<file path="src/sv/h2m_pkg.sv">
// ----------------------------------------------------------------------------
// h2m_pkg: shared definitions for the hz to mel converter
// Fixed-point formats, derived widths and the log2 interpolation table.
// ----------------------------------------------------------------------------
package h2m_pkg;

    // field formats
    localparam int IN_FRAC_BITS      = 8;
    localparam int OUT_FRAC_BITS     = 16;
    localparam int LOG_TABLE_ENTRIES = 64;

    localparam int FREQ_W = 24;
    localparam int MEL_W  = 23;
    localparam logic [MEL_W-1:0] MEL_MAX = {MEL_W{1'b1}};

    // pipeline depth
    localparam int STAGES = 7;

    // log2 values in Q.30
    localparam int Q_FRAC = 30;
    localparam logic [63:0] Q30_ONE = 64'd1 << Q_FRAC;

    // break point 1000 Hz in input format and the leading-one offset at it
    localparam int BRK_W = FREQ_W + 2;
    localparam logic [BRK_W-1:0] BREAK_HZ = BRK_W'(64'd1000 << IN_FRAC_BITS);
    localparam int E_BASE = IN_FRAC_BITS + 9;
    localparam int POS_W  = 5;
    localparam int E_W    = 4;

    // mantissa fraction and table index
    localparam int FRAC_W    = 31;
    localparam int TAB_IDX_W = $clog2(LOG_TABLE_ENTRIES + 1);
    localparam int SCALED_W  = FRAC_W + TAB_IDX_W;

    // log-region scale factor 27*ln(2)/ln(6.4) in Q.24
    localparam int K_W = 28;
    localparam logic [K_W-1:0] K_Q24 = 28'd169145881;

    // log difference and its split product
    localparam int D_W    = E_W + Q_FRAC;
    localparam int DL_W   = D_W / 2;
    localparam int DH_W   = D_W - DL_W;
    localparam int PL_W   = DL_W + K_W;
    localparam int PH_W   = DH_W + K_W;
    localparam int P_W    = D_W + K_W;
    localparam int MUL_SH = 54 - OUT_FRAC_BITS;
    localparam int LOGM_W = P_W + 1 - MUL_SH;
    localparam logic [P_W:0] MUL_ROUND = (P_W+1)'(64'd1 << (MUL_SH - 1));

    // mel at the break, plain and saturated
    localparam logic [63:0] MEL_BREAK64 = 64'd15 << OUT_FRAC_BITS;
    localparam logic [MEL_W-1:0] MEL_AT_BREAK =
        (MEL_BREAK64 > 64'(MEL_MAX)) ? MEL_MAX : MEL_W'(MEL_BREAK64);

    // linear region: floor((3x*2^OUT + 100*2^IN) / 2^(IN+3)) / 25
    localparam int LIN_A_W     = FREQ_W + 2 + OUT_FRAC_BITS + 1;
    localparam int LIN_SH      = IN_FRAC_BITS + 3;
    localparam int LIN_N_W     = LIN_A_W - LIN_SH;
    localparam int LIN_Q_W     = LIN_N_W - 4;
    localparam int LIN_P_W     = LIN_N_W + LIN_Q_W;
    localparam logic [LIN_A_W-1:0] LIN_BIAS = LIN_A_W'(64'd100 << IN_FRAC_BITS);
    localparam logic [LIN_Q_W-1:0] LIN_RECIP = LIN_Q_W'((64'd1 << LIN_N_W) / 64'd25);

    // log2 of y in Q.30 within [1,2] by repeated squaring, truncated
    function automatic logic [63:0] log2_q30(input logic [63:0] y_in);
        logic [63:0] y;
        logic [63:0] res;
        y   = y_in;
        res = '0;
        if (y >= 2 * Q30_ONE)
            return Q30_ONE;
        if (y < Q30_ONE)
            return '0;
        for (int k = Q_FRAC - 1; k >= 0; k--)
        begin
            y = (y * y) >> Q_FRAC;
            if (y >= 2 * Q30_ONE)
            begin
                y      = y >> 1;
                res[k] = 1'b1;
            end
        end
        return res;
    endfunction

    typedef logic [LOG_TABLE_ENTRIES:0][Q_FRAC:0] log_tab_t;

    // table of log2(1 + i/N), i = 0..N
    function automatic log_tab_t build_log_table();
        log_tab_t tab;
        logic [63:0] arg;
        for (int i = 0; i <= LOG_TABLE_ENTRIES; i++)
        begin
            arg    = (64'(LOG_TABLE_ENTRIES + i) << Q_FRAC) / 64'(LOG_TABLE_ENTRIES);
            tab[i] = (Q_FRAC+1)'(log2_q30(arg));
        end
        return tab;
    endfunction

    localparam log_tab_t LOG_TABLE = build_log_table();

    // fraction part of log2(1000) = 9 + log2(1000/512)
    localparam logic [Q_FRAC:0] LOG_1000_FRAC = (Q_FRAC+1)'(log2_q30(64'd1000 << 21));

endpackage

</file>
<file path="src/sv/hz_to_mel_converter_unit.sv">
// ----------------------------------------------------------------------------
// hz_to_mel_converter_unit: registered pipeline from input to output transaction.
// Throughput one transaction per cycle; each of the 7 register stages holds
// while its successor is full, so a stall backs up without loss.
// Reset (rst_n low, asynchronous) clears the stage valid bits only; no
// state is kept between transactions.
// ----------------------------------------------------------------------------
// hz_to_mel_converter_unit: Slaney mel scale, Hz to mel
// Linear below 1000 Hz, leading-one log2 with table interpolation above.
// ----------------------------------------------------------------------------
module hz_to_mel_converter_unit
(
    input  logic                        clk,
    input  logic                        rst_n,
    input  logic                        in_valid,
    output logic                        in_ready,
    input  logic [h2m_pkg::FREQ_W-1:0]  freq_hz,
    output logic                        out_valid,
    input  logic                        out_ready,
    output logic [h2m_pkg::MEL_W-1:0]   mel_value,
    output logic                        log_region
);

    localparam int S = h2m_pkg::STAGES;

    // stage valid bits and stage ready chain
    logic [S-1:0] vld_reg;
    logic [S-1:0] stage_rdy;

    // stage 0
    logic [h2m_pkg::LIN_A_W-1:0]   lin_a;
    logic [h2m_pkg::POS_W-1:0]     lead_pos;
    logic [h2m_pkg::FRAC_W+h2m_pkg::FREQ_W-1:0] frac_shift;
    logic                          logr_s0_next, logr_s0_reg;
    logic [h2m_pkg::LIN_N_W-1:0]   lin_n_s0_next, lin_n_s0_reg;
    logic [h2m_pkg::E_W-1:0]       e_s0_next, e_s0_reg;
    logic [h2m_pkg::FRAC_W-1:0]    frac_s0_next, frac_s0_reg;

    // stage 1
    logic [h2m_pkg::SCALED_W-1:0]  scaled;
    logic [h2m_pkg::TAB_IDX_W-1:0] tab_idx;
    logic [h2m_pkg::TAB_IDX_W-1:0] tab_idx_hi;
    logic [h2m_pkg::LIN_P_W-1:0]   lin_prod_s1_next, lin_prod_s1_reg;
    logic [h2m_pkg::LIN_N_W-1:0]   lin_n_s1_reg;
    logic                          logr_s1_reg;
    logic [h2m_pkg::E_W-1:0]       e_s1_reg;
    logic [h2m_pkg::Q_FRAC:0]      t0_s1_next, t0_s1_reg;
    logic [h2m_pkg::Q_FRAC:0]      diff_s1_next, diff_s1_reg;
    logic [h2m_pkg::FRAC_W-1:0]    rem_s1_next, rem_s1_reg;

    // stage 2
    logic [h2m_pkg::LIN_Q_W-1:0]   lin_q0;
    logic [h2m_pkg::LIN_N_W-1:0]   lin_r;
    logic [h2m_pkg::LIN_Q_W-1:0]   lin_q_s2_next, lin_q_s2_reg;
    logic [2*h2m_pkg::FRAC_W-1:0]  interp_prod;
    logic [h2m_pkg::Q_FRAC:0]      interp_s2_next, interp_s2_reg;
    logic [h2m_pkg::Q_FRAC:0]      t0_s2_reg;
    logic                          logr_s2_reg;
    logic [h2m_pkg::E_W-1:0]       e_s2_reg;

    // stage 3
    logic [h2m_pkg::Q_FRAC+1:0]    log_frac;
    logic [h2m_pkg::D_W:0]         log_sum;
    logic [h2m_pkg::D_W-1:0]       d_s3_next, d_s3_reg;
    logic [h2m_pkg::MEL_W-1:0]     lin_mel_s3_next, lin_mel_s3_reg;
    logic                          logr_s3_reg;

    // stage 4
    logic [h2m_pkg::PL_W-1:0]      pl_s4_next, pl_s4_reg;
    logic [h2m_pkg::PH_W-1:0]      ph_s4_next, ph_s4_reg;
    logic [h2m_pkg::MEL_W-1:0]     lin_mel_s4_reg;
    logic                          logr_s4_reg;

    // stage 5
    logic [h2m_pkg::P_W:0]         mul_sum;
    logic [h2m_pkg::LOGM_W-1:0]    logm_s5_next, logm_s5_reg;
    logic [h2m_pkg::MEL_W-1:0]     lin_mel_s5_reg;
    logic                          logr_s5_reg;

    // stage 6 (output register)
    logic [h2m_pkg::LOGM_W:0]      log_mel;
    logic [h2m_pkg::MEL_W-1:0]     mel_value_next, mel_value_reg;
    logic                          log_region_reg;

    // ready chain: a stage takes new data when empty or when it moves on
    always_comb
    begin
        stage_rdy[S-1] = !vld_reg[S-1] || out_ready;
        for (int i = S - 2; i >= 0; i--)
            stage_rdy[i] = !vld_reg[i] || stage_rdy[i+1];
    end

    assign in_ready = stage_rdy[0];

    // valid bits travel with the data
    always_ff @(posedge clk or negedge rst_n)
    begin
        if (!rst_n)
        begin
            vld_reg <= '0;
        end
        else
        begin
            if (stage_rdy[0])
                vld_reg[0] <= in_valid;
            for (int i = 1; i < S; i++)
                if (stage_rdy[i])
                    vld_reg[i] <= vld_reg[i-1];
        end
    end

    // stage 0: region, linear numerator, leading one and mantissa fraction
    always_comb
    begin
        logr_s0_next  = {2'b00, freq_hz} >= h2m_pkg::BREAK_HZ;
        lin_a         = ((h2m_pkg::LIN_A_W'(freq_hz) << 1) + h2m_pkg::LIN_A_W'(freq_hz))
                        << h2m_pkg::OUT_FRAC_BITS;
        lin_a         = lin_a + h2m_pkg::LIN_BIAS;
        lin_n_s0_next = lin_a[h2m_pkg::LIN_A_W-1:h2m_pkg::LIN_SH];
        lead_pos      = '0;
        for (int i = 0; i < h2m_pkg::FREQ_W; i++)
            if (freq_hz[i])
                lead_pos = h2m_pkg::POS_W'(i);
        e_s0_next     = h2m_pkg::E_W'(lead_pos - h2m_pkg::POS_W'(h2m_pkg::E_BASE));
        frac_shift    = {{h2m_pkg::FRAC_W{1'b0}}, freq_hz}
                        << (h2m_pkg::POS_W'(h2m_pkg::FRAC_W) - lead_pos);
        frac_s0_next  = frac_shift[h2m_pkg::FRAC_W-1:0];
    end

    // stage 1: reciprocal product, table index and table lookups
    always_comb
    begin
        lin_prod_s1_next = h2m_pkg::LIN_P_W'(lin_n_s0_reg) *
                           h2m_pkg::LIN_P_W'(h2m_pkg::LIN_RECIP);
        scaled           = h2m_pkg::SCALED_W'(frac_s0_reg) *
                           h2m_pkg::SCALED_W'(h2m_pkg::LOG_TABLE_ENTRIES);
        tab_idx          = scaled[h2m_pkg::SCALED_W-1:h2m_pkg::FRAC_W];
        tab_idx_hi       = tab_idx + 1'b1;
        rem_s1_next      = scaled[h2m_pkg::FRAC_W-1:0];
        t0_s1_next       = h2m_pkg::LOG_TABLE[tab_idx];
        diff_s1_next     = h2m_pkg::LOG_TABLE[tab_idx_hi] - h2m_pkg::LOG_TABLE[tab_idx];
    end

    // stage 2: quotient correction by 25, chord interpolation
    always_comb
    begin
        lin_q0         = lin_prod_s1_reg[h2m_pkg::LIN_P_W-1:h2m_pkg::LIN_N_W];
        lin_r          = lin_n_s1_reg - h2m_pkg::LIN_N_W'(h2m_pkg::LIN_N_W'(lin_q0) *
                                                          h2m_pkg::LIN_N_W'(25));
        lin_q_s2_next  = (lin_r >= h2m_pkg::LIN_N_W'(25)) ? lin_q0 + 1'b1 : lin_q0;
        interp_prod    = (2*h2m_pkg::FRAC_W)'(diff_s1_reg) *
                         (2*h2m_pkg::FRAC_W)'(rem_s1_reg);
        interp_s2_next = interp_prod[2*h2m_pkg::FRAC_W-1:h2m_pkg::FRAC_W];
    end

    // stage 3: log difference with clamp at zero, linear saturation
    always_comb
    begin
        log_frac        = (h2m_pkg::Q_FRAC+2)'(t0_s2_reg) + (h2m_pkg::Q_FRAC+2)'(interp_s2_reg);
        log_sum         = {1'b0, e_s2_reg, {h2m_pkg::Q_FRAC{1'b0}}} +
                          (h2m_pkg::D_W+1)'(log_frac);
        // chord below curve just above the break clamps to zero
        if (log_sum < (h2m_pkg::D_W+1)'(h2m_pkg::LOG_1000_FRAC))
            d_s3_next = '0;
        else
            d_s3_next = h2m_pkg::D_W'(log_sum - (h2m_pkg::D_W+1)'(h2m_pkg::LOG_1000_FRAC));
        if (64'(lin_q_s2_reg) > 64'(h2m_pkg::MEL_MAX))
            lin_mel_s3_next = h2m_pkg::MEL_MAX;
        else
            lin_mel_s3_next = h2m_pkg::MEL_W'(lin_q_s2_reg);
    end

    // stage 4: scale factor product in two halves
    always_comb
    begin
        pl_s4_next = h2m_pkg::PL_W'(d_s3_reg[h2m_pkg::DL_W-1:0]) * h2m_pkg::PL_W'(h2m_pkg::K_Q24);
        ph_s4_next = h2m_pkg::PH_W'(d_s3_reg[h2m_pkg::D_W-1:h2m_pkg::DL_W]) *
                     h2m_pkg::PH_W'(h2m_pkg::K_Q24);
    end

    // stage 5: recombine, round half up and scale to output format
    always_comb
    begin
        mul_sum      = ((h2m_pkg::P_W+1)'(ph_s4_reg) << h2m_pkg::DL_W) +
                       (h2m_pkg::P_W+1)'(pl_s4_reg) + h2m_pkg::MUL_ROUND;
        logm_s5_next = mul_sum[h2m_pkg::P_W:h2m_pkg::MUL_SH];
    end

    // stage 6: add the mel offset at the break, saturate, pick region
    always_comb
    begin
        log_mel = (h2m_pkg::LOGM_W+1)'(logm_s5_reg) +
                  (h2m_pkg::LOGM_W+1)'(h2m_pkg::MEL_BREAK64);
        if (!logr_s5_reg)
            mel_value_next = lin_mel_s5_reg;
        else if (64'(log_mel) > 64'(h2m_pkg::MEL_MAX))
            mel_value_next = h2m_pkg::MEL_MAX;
        else
            mel_value_next = h2m_pkg::MEL_W'(log_mel);
    end

    // payload registers, loaded when the stage advances
    always_ff @(posedge clk)
    begin
        if (stage_rdy[0])
        begin
            logr_s0_reg  <= logr_s0_next;
            lin_n_s0_reg <= lin_n_s0_next;
            e_s0_reg     <= e_s0_next;
            frac_s0_reg  <= frac_s0_next;
        end
        if (stage_rdy[1])
        begin
            lin_prod_s1_reg <= lin_prod_s1_next;
            lin_n_s1_reg    <= lin_n_s0_reg;
            logr_s1_reg     <= logr_s0_reg;
            e_s1_reg        <= e_s0_reg;
            t0_s1_reg       <= t0_s1_next;
            diff_s1_reg     <= diff_s1_next;
            rem_s1_reg      <= rem_s1_next;
        end
        if (stage_rdy[2])
        begin
            lin_q_s2_reg  <= lin_q_s2_next;
            interp_s2_reg <= interp_s2_next;
            t0_s2_reg     <= t0_s1_reg;
            logr_s2_reg   <= logr_s1_reg;
            e_s2_reg      <= e_s1_reg;
        end
        if (stage_rdy[3])
        begin
            d_s3_reg       <= d_s3_next;
            lin_mel_s3_reg <= lin_mel_s3_next;
            logr_s3_reg    <= logr_s2_reg;
        end
        if (stage_rdy[4])
        begin
            pl_s4_reg      <= pl_s4_next;
            ph_s4_reg      <= ph_s4_next;
            lin_mel_s4_reg <= lin_mel_s3_reg;
            logr_s4_reg    <= logr_s3_reg;
        end
        if (stage_rdy[5])
        begin
            logm_s5_reg    <= logm_s5_next;
            lin_mel_s5_reg <= lin_mel_s4_reg;
            logr_s5_reg    <= logr_s4_reg;
        end
        if (stage_rdy[6])
        begin
            mel_value_reg  <= mel_value_next;
            log_region_reg <= logr_s5_reg;
        end
    end

    // outputs
    assign out_valid  = vld_reg[S-1];
    assign mel_value  = mel_value_reg;
    assign log_region = log_region_reg;

    // log region never reports less than the mel value at the break
    a_log_above_break: assert property (@(posedge clk) disable iff (!rst_n)
        out_valid && log_region |-> mel_value >= h2m_pkg::MEL_AT_BREAK)
        else $error("log region mel below break value");

    // linear region never exceeds the mel value at the break
    a_lin_below_break: assert property (@(posedge clk) disable iff (!rst_n)
        out_valid && !log_region |-> mel_value <= h2m_pkg::MEL_AT_BREAK)
        else $error("linear region mel above break value");

    // input is refused only when every stage is full and the output stalls
    a_full_when_stalled: assert property (@(posedge clk) disable iff (!rst_n)
        !in_ready |-> (&vld_reg) && !out_ready)
        else $error("input stalled with room in the pipeline");

    // unstalled, a transaction moves from the first stage to the second, one stage per cycle
    a_stage_moves: assert property (@(posedge clk) disable iff (!rst_n)
        vld_reg[0] && stage_rdy[1] |=> vld_reg[1])
        else $error("transaction lost between first stages");

endmodule
</file>
<file path="config.mk">
export PLATFORM = sky130hd
export DESIGN_NAME = hz_to_mel_converter_unit
export DESIGN_NICKNAME = d
export VERILOG_FILES = /design/src/sv/h2m_pkg.sv /design/src/sv/hz_to_mel_converter_unit.sv
export SDC_FILE = /design/constraint.sdc
export NUM_CORES = 2
export LEC_CHECK = 0
export BUFFER_PORTS_ARGS = -buffer_cell sky130_fd_sc_hd__clkbuf_2
export CAP_MARGIN = 20
export CORE_MARGIN = 4
export CORE_UTILIZATION = 45
export DETAILED_ROUTE_END_ITERATION = 16
export SLEW_MARGIN = 20
export SYNTH_ARGS = -nofsm -noshare
export SYNTH_HDL_FRONTEND = slang
export SYNTH_SLANG_ARGS = --single-unit
</file>
<file path="constraint.sdc">
create_clock -name clk -period 15.45 [get_ports clk]
set_input_delay 3.09 -clock clk [delete_from_list [all_inputs] [get_ports clk]]
set_output_delay 3.09 -clock clk [all_outputs]
set_load 0.1 [all_outputs]
</file>
==> flow_metrics.py <==
metrics = {
    "cts": {
        "cts_root_buf": "clkbuf_16",
        "clock_sinks": 566,
        "cts.clk_slew.worst_paths_ns": 0.06,
        "cts_tree": "built",
        "htree_levels": 3,
        "numCtsBuffers": 71,
        "cts_resized": 0,
        "postCtsSetupBuffers": 0,
        "cts_max_path_buffers": 3,
        "clk_latency_ns": 0.70,
        "cts_hold_buf": 0,
    },
    "synthesis": {
        "yosys.area.top_type": "fa_1",
        "synth_fp_nets": 10920,
        "synth_top_area_share_pct": 29.85,
        "synth_warnings": 0,
        "synth_top_family_by_area": "adder cells",
        "synth.ff_latch_count": 566,
        "synth_ff_type": "edfxtp_1",
        "synth_edf_count": 529,
        "synth_most_common_cell": "inv_1",
        "ys_types": 113,
        "synthCells": 8503,
        "async_flop_share_pct": 1.237,
        "synth_common_cells": "inv_1 (1,764), fa_1 (1,259), ha_1 (1,134)",
        "syn_area_per_cell_sq_um": 9.930,
        "synth_compound_area_share_pct": 9.605,
        "synthSimpleGateAreaFrac_pct": 11.25,
        "synthTopCellsByArea": "fa_1 (30%), edfxtp_1 (19%), ha_1 (17%), inv_1 (7.8%), and2_1 (3.1%)",
        "synth-xor-area-share_pct": 2.884,
        "synth.area.mux_share_pct": 0.5172,
        "yosys.area_share.adder_pct": 46.65,
        "yosysSeqAreaShare_pct": 19.73,
        "synth_area_sq_um": 84430,
    },
    "routing": {
        "vias": 59840,
        "drt-total-wl_um": 230300,
        "viasPerCell": 5.460,
        "drt_iter0_drc": 4226,
        "ant_nets": 0,
        "drcViolationCount": 0,
        "avgRoutedWirePerCell_um": 21.01,
        "first_pass_iters": 6,
    },
    "place": {
        "portBuffers": 53,
        "gp_congestion": 0.9554,
        "dp_hpwl_um": 180800,
    },
    "timing": {
        "fin_crit_ns": 9.240,
        "fmax_mhz": 108.2,
        "tns_ns": 0,
        "drv_slew": 0,
        "holdWs_ns": 0.3842,
        "worstMarginPinSlew_ns": 1.041,
        "slew_headroom_pct": 30.42,
        "rsz0062_at_grt": "false",
        "period_share_pct": 59.81,
        "timing_hold_violations_final": 0,
        "setup-violations-final": 0,
        "fin_worst_skew_ns": 0.05773,
    },
    "grt": {
        "gr-usage-met1_pct": 32.50,
        "grt_pass1_vias": 63180,
        "grt_overflow": 0,
        "grt_max_degree": 88,
        "met3_usage_pct": 3.224,
        "grt_use_total_pct": 24.10,
        "grt_busiest_layer": "met2",
        "grt_util_met2_pct": 40.08,
        "antenna_found_initial": 1,
        "grt_pass1_wl_um": 365000,
    },
    "floorplan": {
        "row_count": 158,
        "num_io_pins": 54,
        "die_w_um": 441.2,
        "die_area_sq_um": 194600,
        "core_area_sq_um": 186000,
        "start_util_pct": 45.39,
        "dieHeight_um": 441.2,
    },
    "critical_path": {
        "cp_max_fo": 31,
        "r2r_cells": 29,
        "crit_type": "flop to flop",
        "crit_slowest_cell": "a311oi_1",
        "rrSetupSlack_ns": 6.21,
        "crit_path_start_kind": "flop",
        "end_kind": "flop",
        "cp_common_cell": "fa_1",
        "slowest_delay_ns": 0.72,
        "r2r_start": "rem_s1_reg[21]$_DFFE_PP_",
        "required_ns": 15.89,
        "reg2reg_to": "interp_s2_reg[29]$_DFFE_PP_",
        "cp_data_arrival_time_ns": 9.68,
    },
    "finish": {
        "seq_area_sq_um": 16660,
        "syn_to_final_growth_pct": 6.419,
        "drive_gt1_share_pct": 4.317,
        "multiInputGateArea_sq_um": 60000,
        "nets": 10840,
        "n_fill_cell": 17310,
        "largest_reg_flops": 45,
    },
    "worst_hold_path": {
        "hp-class": "flop to flop",
        "holdPathEnd": "t0_s2_reg[21]$_DFFE_PP_",
        "hold_start": "t0_s1_reg[21]$_DFFE_PP_",
        "min_path_cells": 0,
    },
    "outcome": {
        "status": "finished, final reports clean",
    },
    "job": {
        "cap_viol_max_count": 0,
    },
}
-- cell usage in the layout (no fill, tap or decap), types with 114 or more instances in the layout --
master	count
inv_1	1761
fa_1	1259
ha_1	1133
nand2_1	640
edfxtp_1	529
and2_1	424
nor2_1	361
a21oi_1	302
o21ai_0	232
xnor2_1	180
nand3_1	114
-- critical path, delay by kind of cell, from the launching register on --
| kind | cells | cell delay, ns |
|---|---|---|
| compound gates | 10 | 3.65 |
| flops | 1 | 0.36 |
| xor+xnor | 1 | 0.12 |
| fa+ha+maj | 8 | 3.92 |
| buf+inv | 7 | 0.57 |
| simple gates | 3 | 0.32 |
-- per-stage QoR --
step                      area [sq um]  cells  setup slack, ns  utilization (%)
after floorplan                  84430   8503            1.951                -
after detailed placement         87410  10830            6.234            46.99
final                            89850  10960            6.210            48.30
after global placement           87410  10830            6.285            46.99
after global routing             89850  10960            5.845            48.30
after CTS                        89850  10960            6.215            48.30
-- metal layers --
metal	vias to the layer above	share of wire, %
met4	0	3.9
met5	-	0
met2	1875	48
met1	30060	42
met3	424	5.7
li1	27480	-
-- area by class of cell --
| cell class | count | share of cell area, % |
|---|---|---|
| Timing Repair Buffer | 151 | 1.114 |
| Clock inverter | 51 | 0.7032 |
| Clock buffer | 79 | 2.011 |
| Antenna cell | 1 | 0.002785 |
| Multi-Input combinational cell | 5862 | 66.78 |
| Inverter | 1770 | 7.398 |
| Tap cell | 2480 | 3.453 |
| Sequential cell | 566 | 18.54 |
-- kinds of logic (layout without fill, tap and decap cells) --
family,after synthesis,in the layout
adders and majority gates,2393,2393
buffers and inverters,2075,2051
and+or+nand+nor,1945,1945
AOI/OAI and AO/OA,1203,1203
DFF,566,566
xor gates and xnor gates,278,278
muxes,43,43
other,0,1
-- worst max path at each step --
stage / startpoint / endpoint / slack, ns / depth (start not counted)
after floorplan: out_ready / in_ready / 1.95 / 7
after global placement: rem_s1_reg[21]$_DFFE_PP_ / interp_s2_reg[29]$_DFFE_PP_ / 6.28 / 29
after detailed placement: rem_s1_reg[21]$_DFFE_PP_ / interp_s2_reg[29]$_DFFE_PP_ / 6.23 / 29
after CTS: rem_s1_reg[21]$_DFFE_PP_ / interp_s2_reg[29]$_DFFE_PP_ / 6.22 / 29
after global routing: rem_s1_reg[12]$_DFFE_PP_ / interp_s2_reg[29]$_DFFE_PP_ / 5.84 / 28
final: rem_s1_reg[21]$_DFFE_PP_ / interp_s2_reg[29]$_DFFE_PP_ / 6.21 / 29
Power is left out: the tool's default activity adds up to more than one toggle a clock period on the data nets, which glitch-free logic cannot reach.
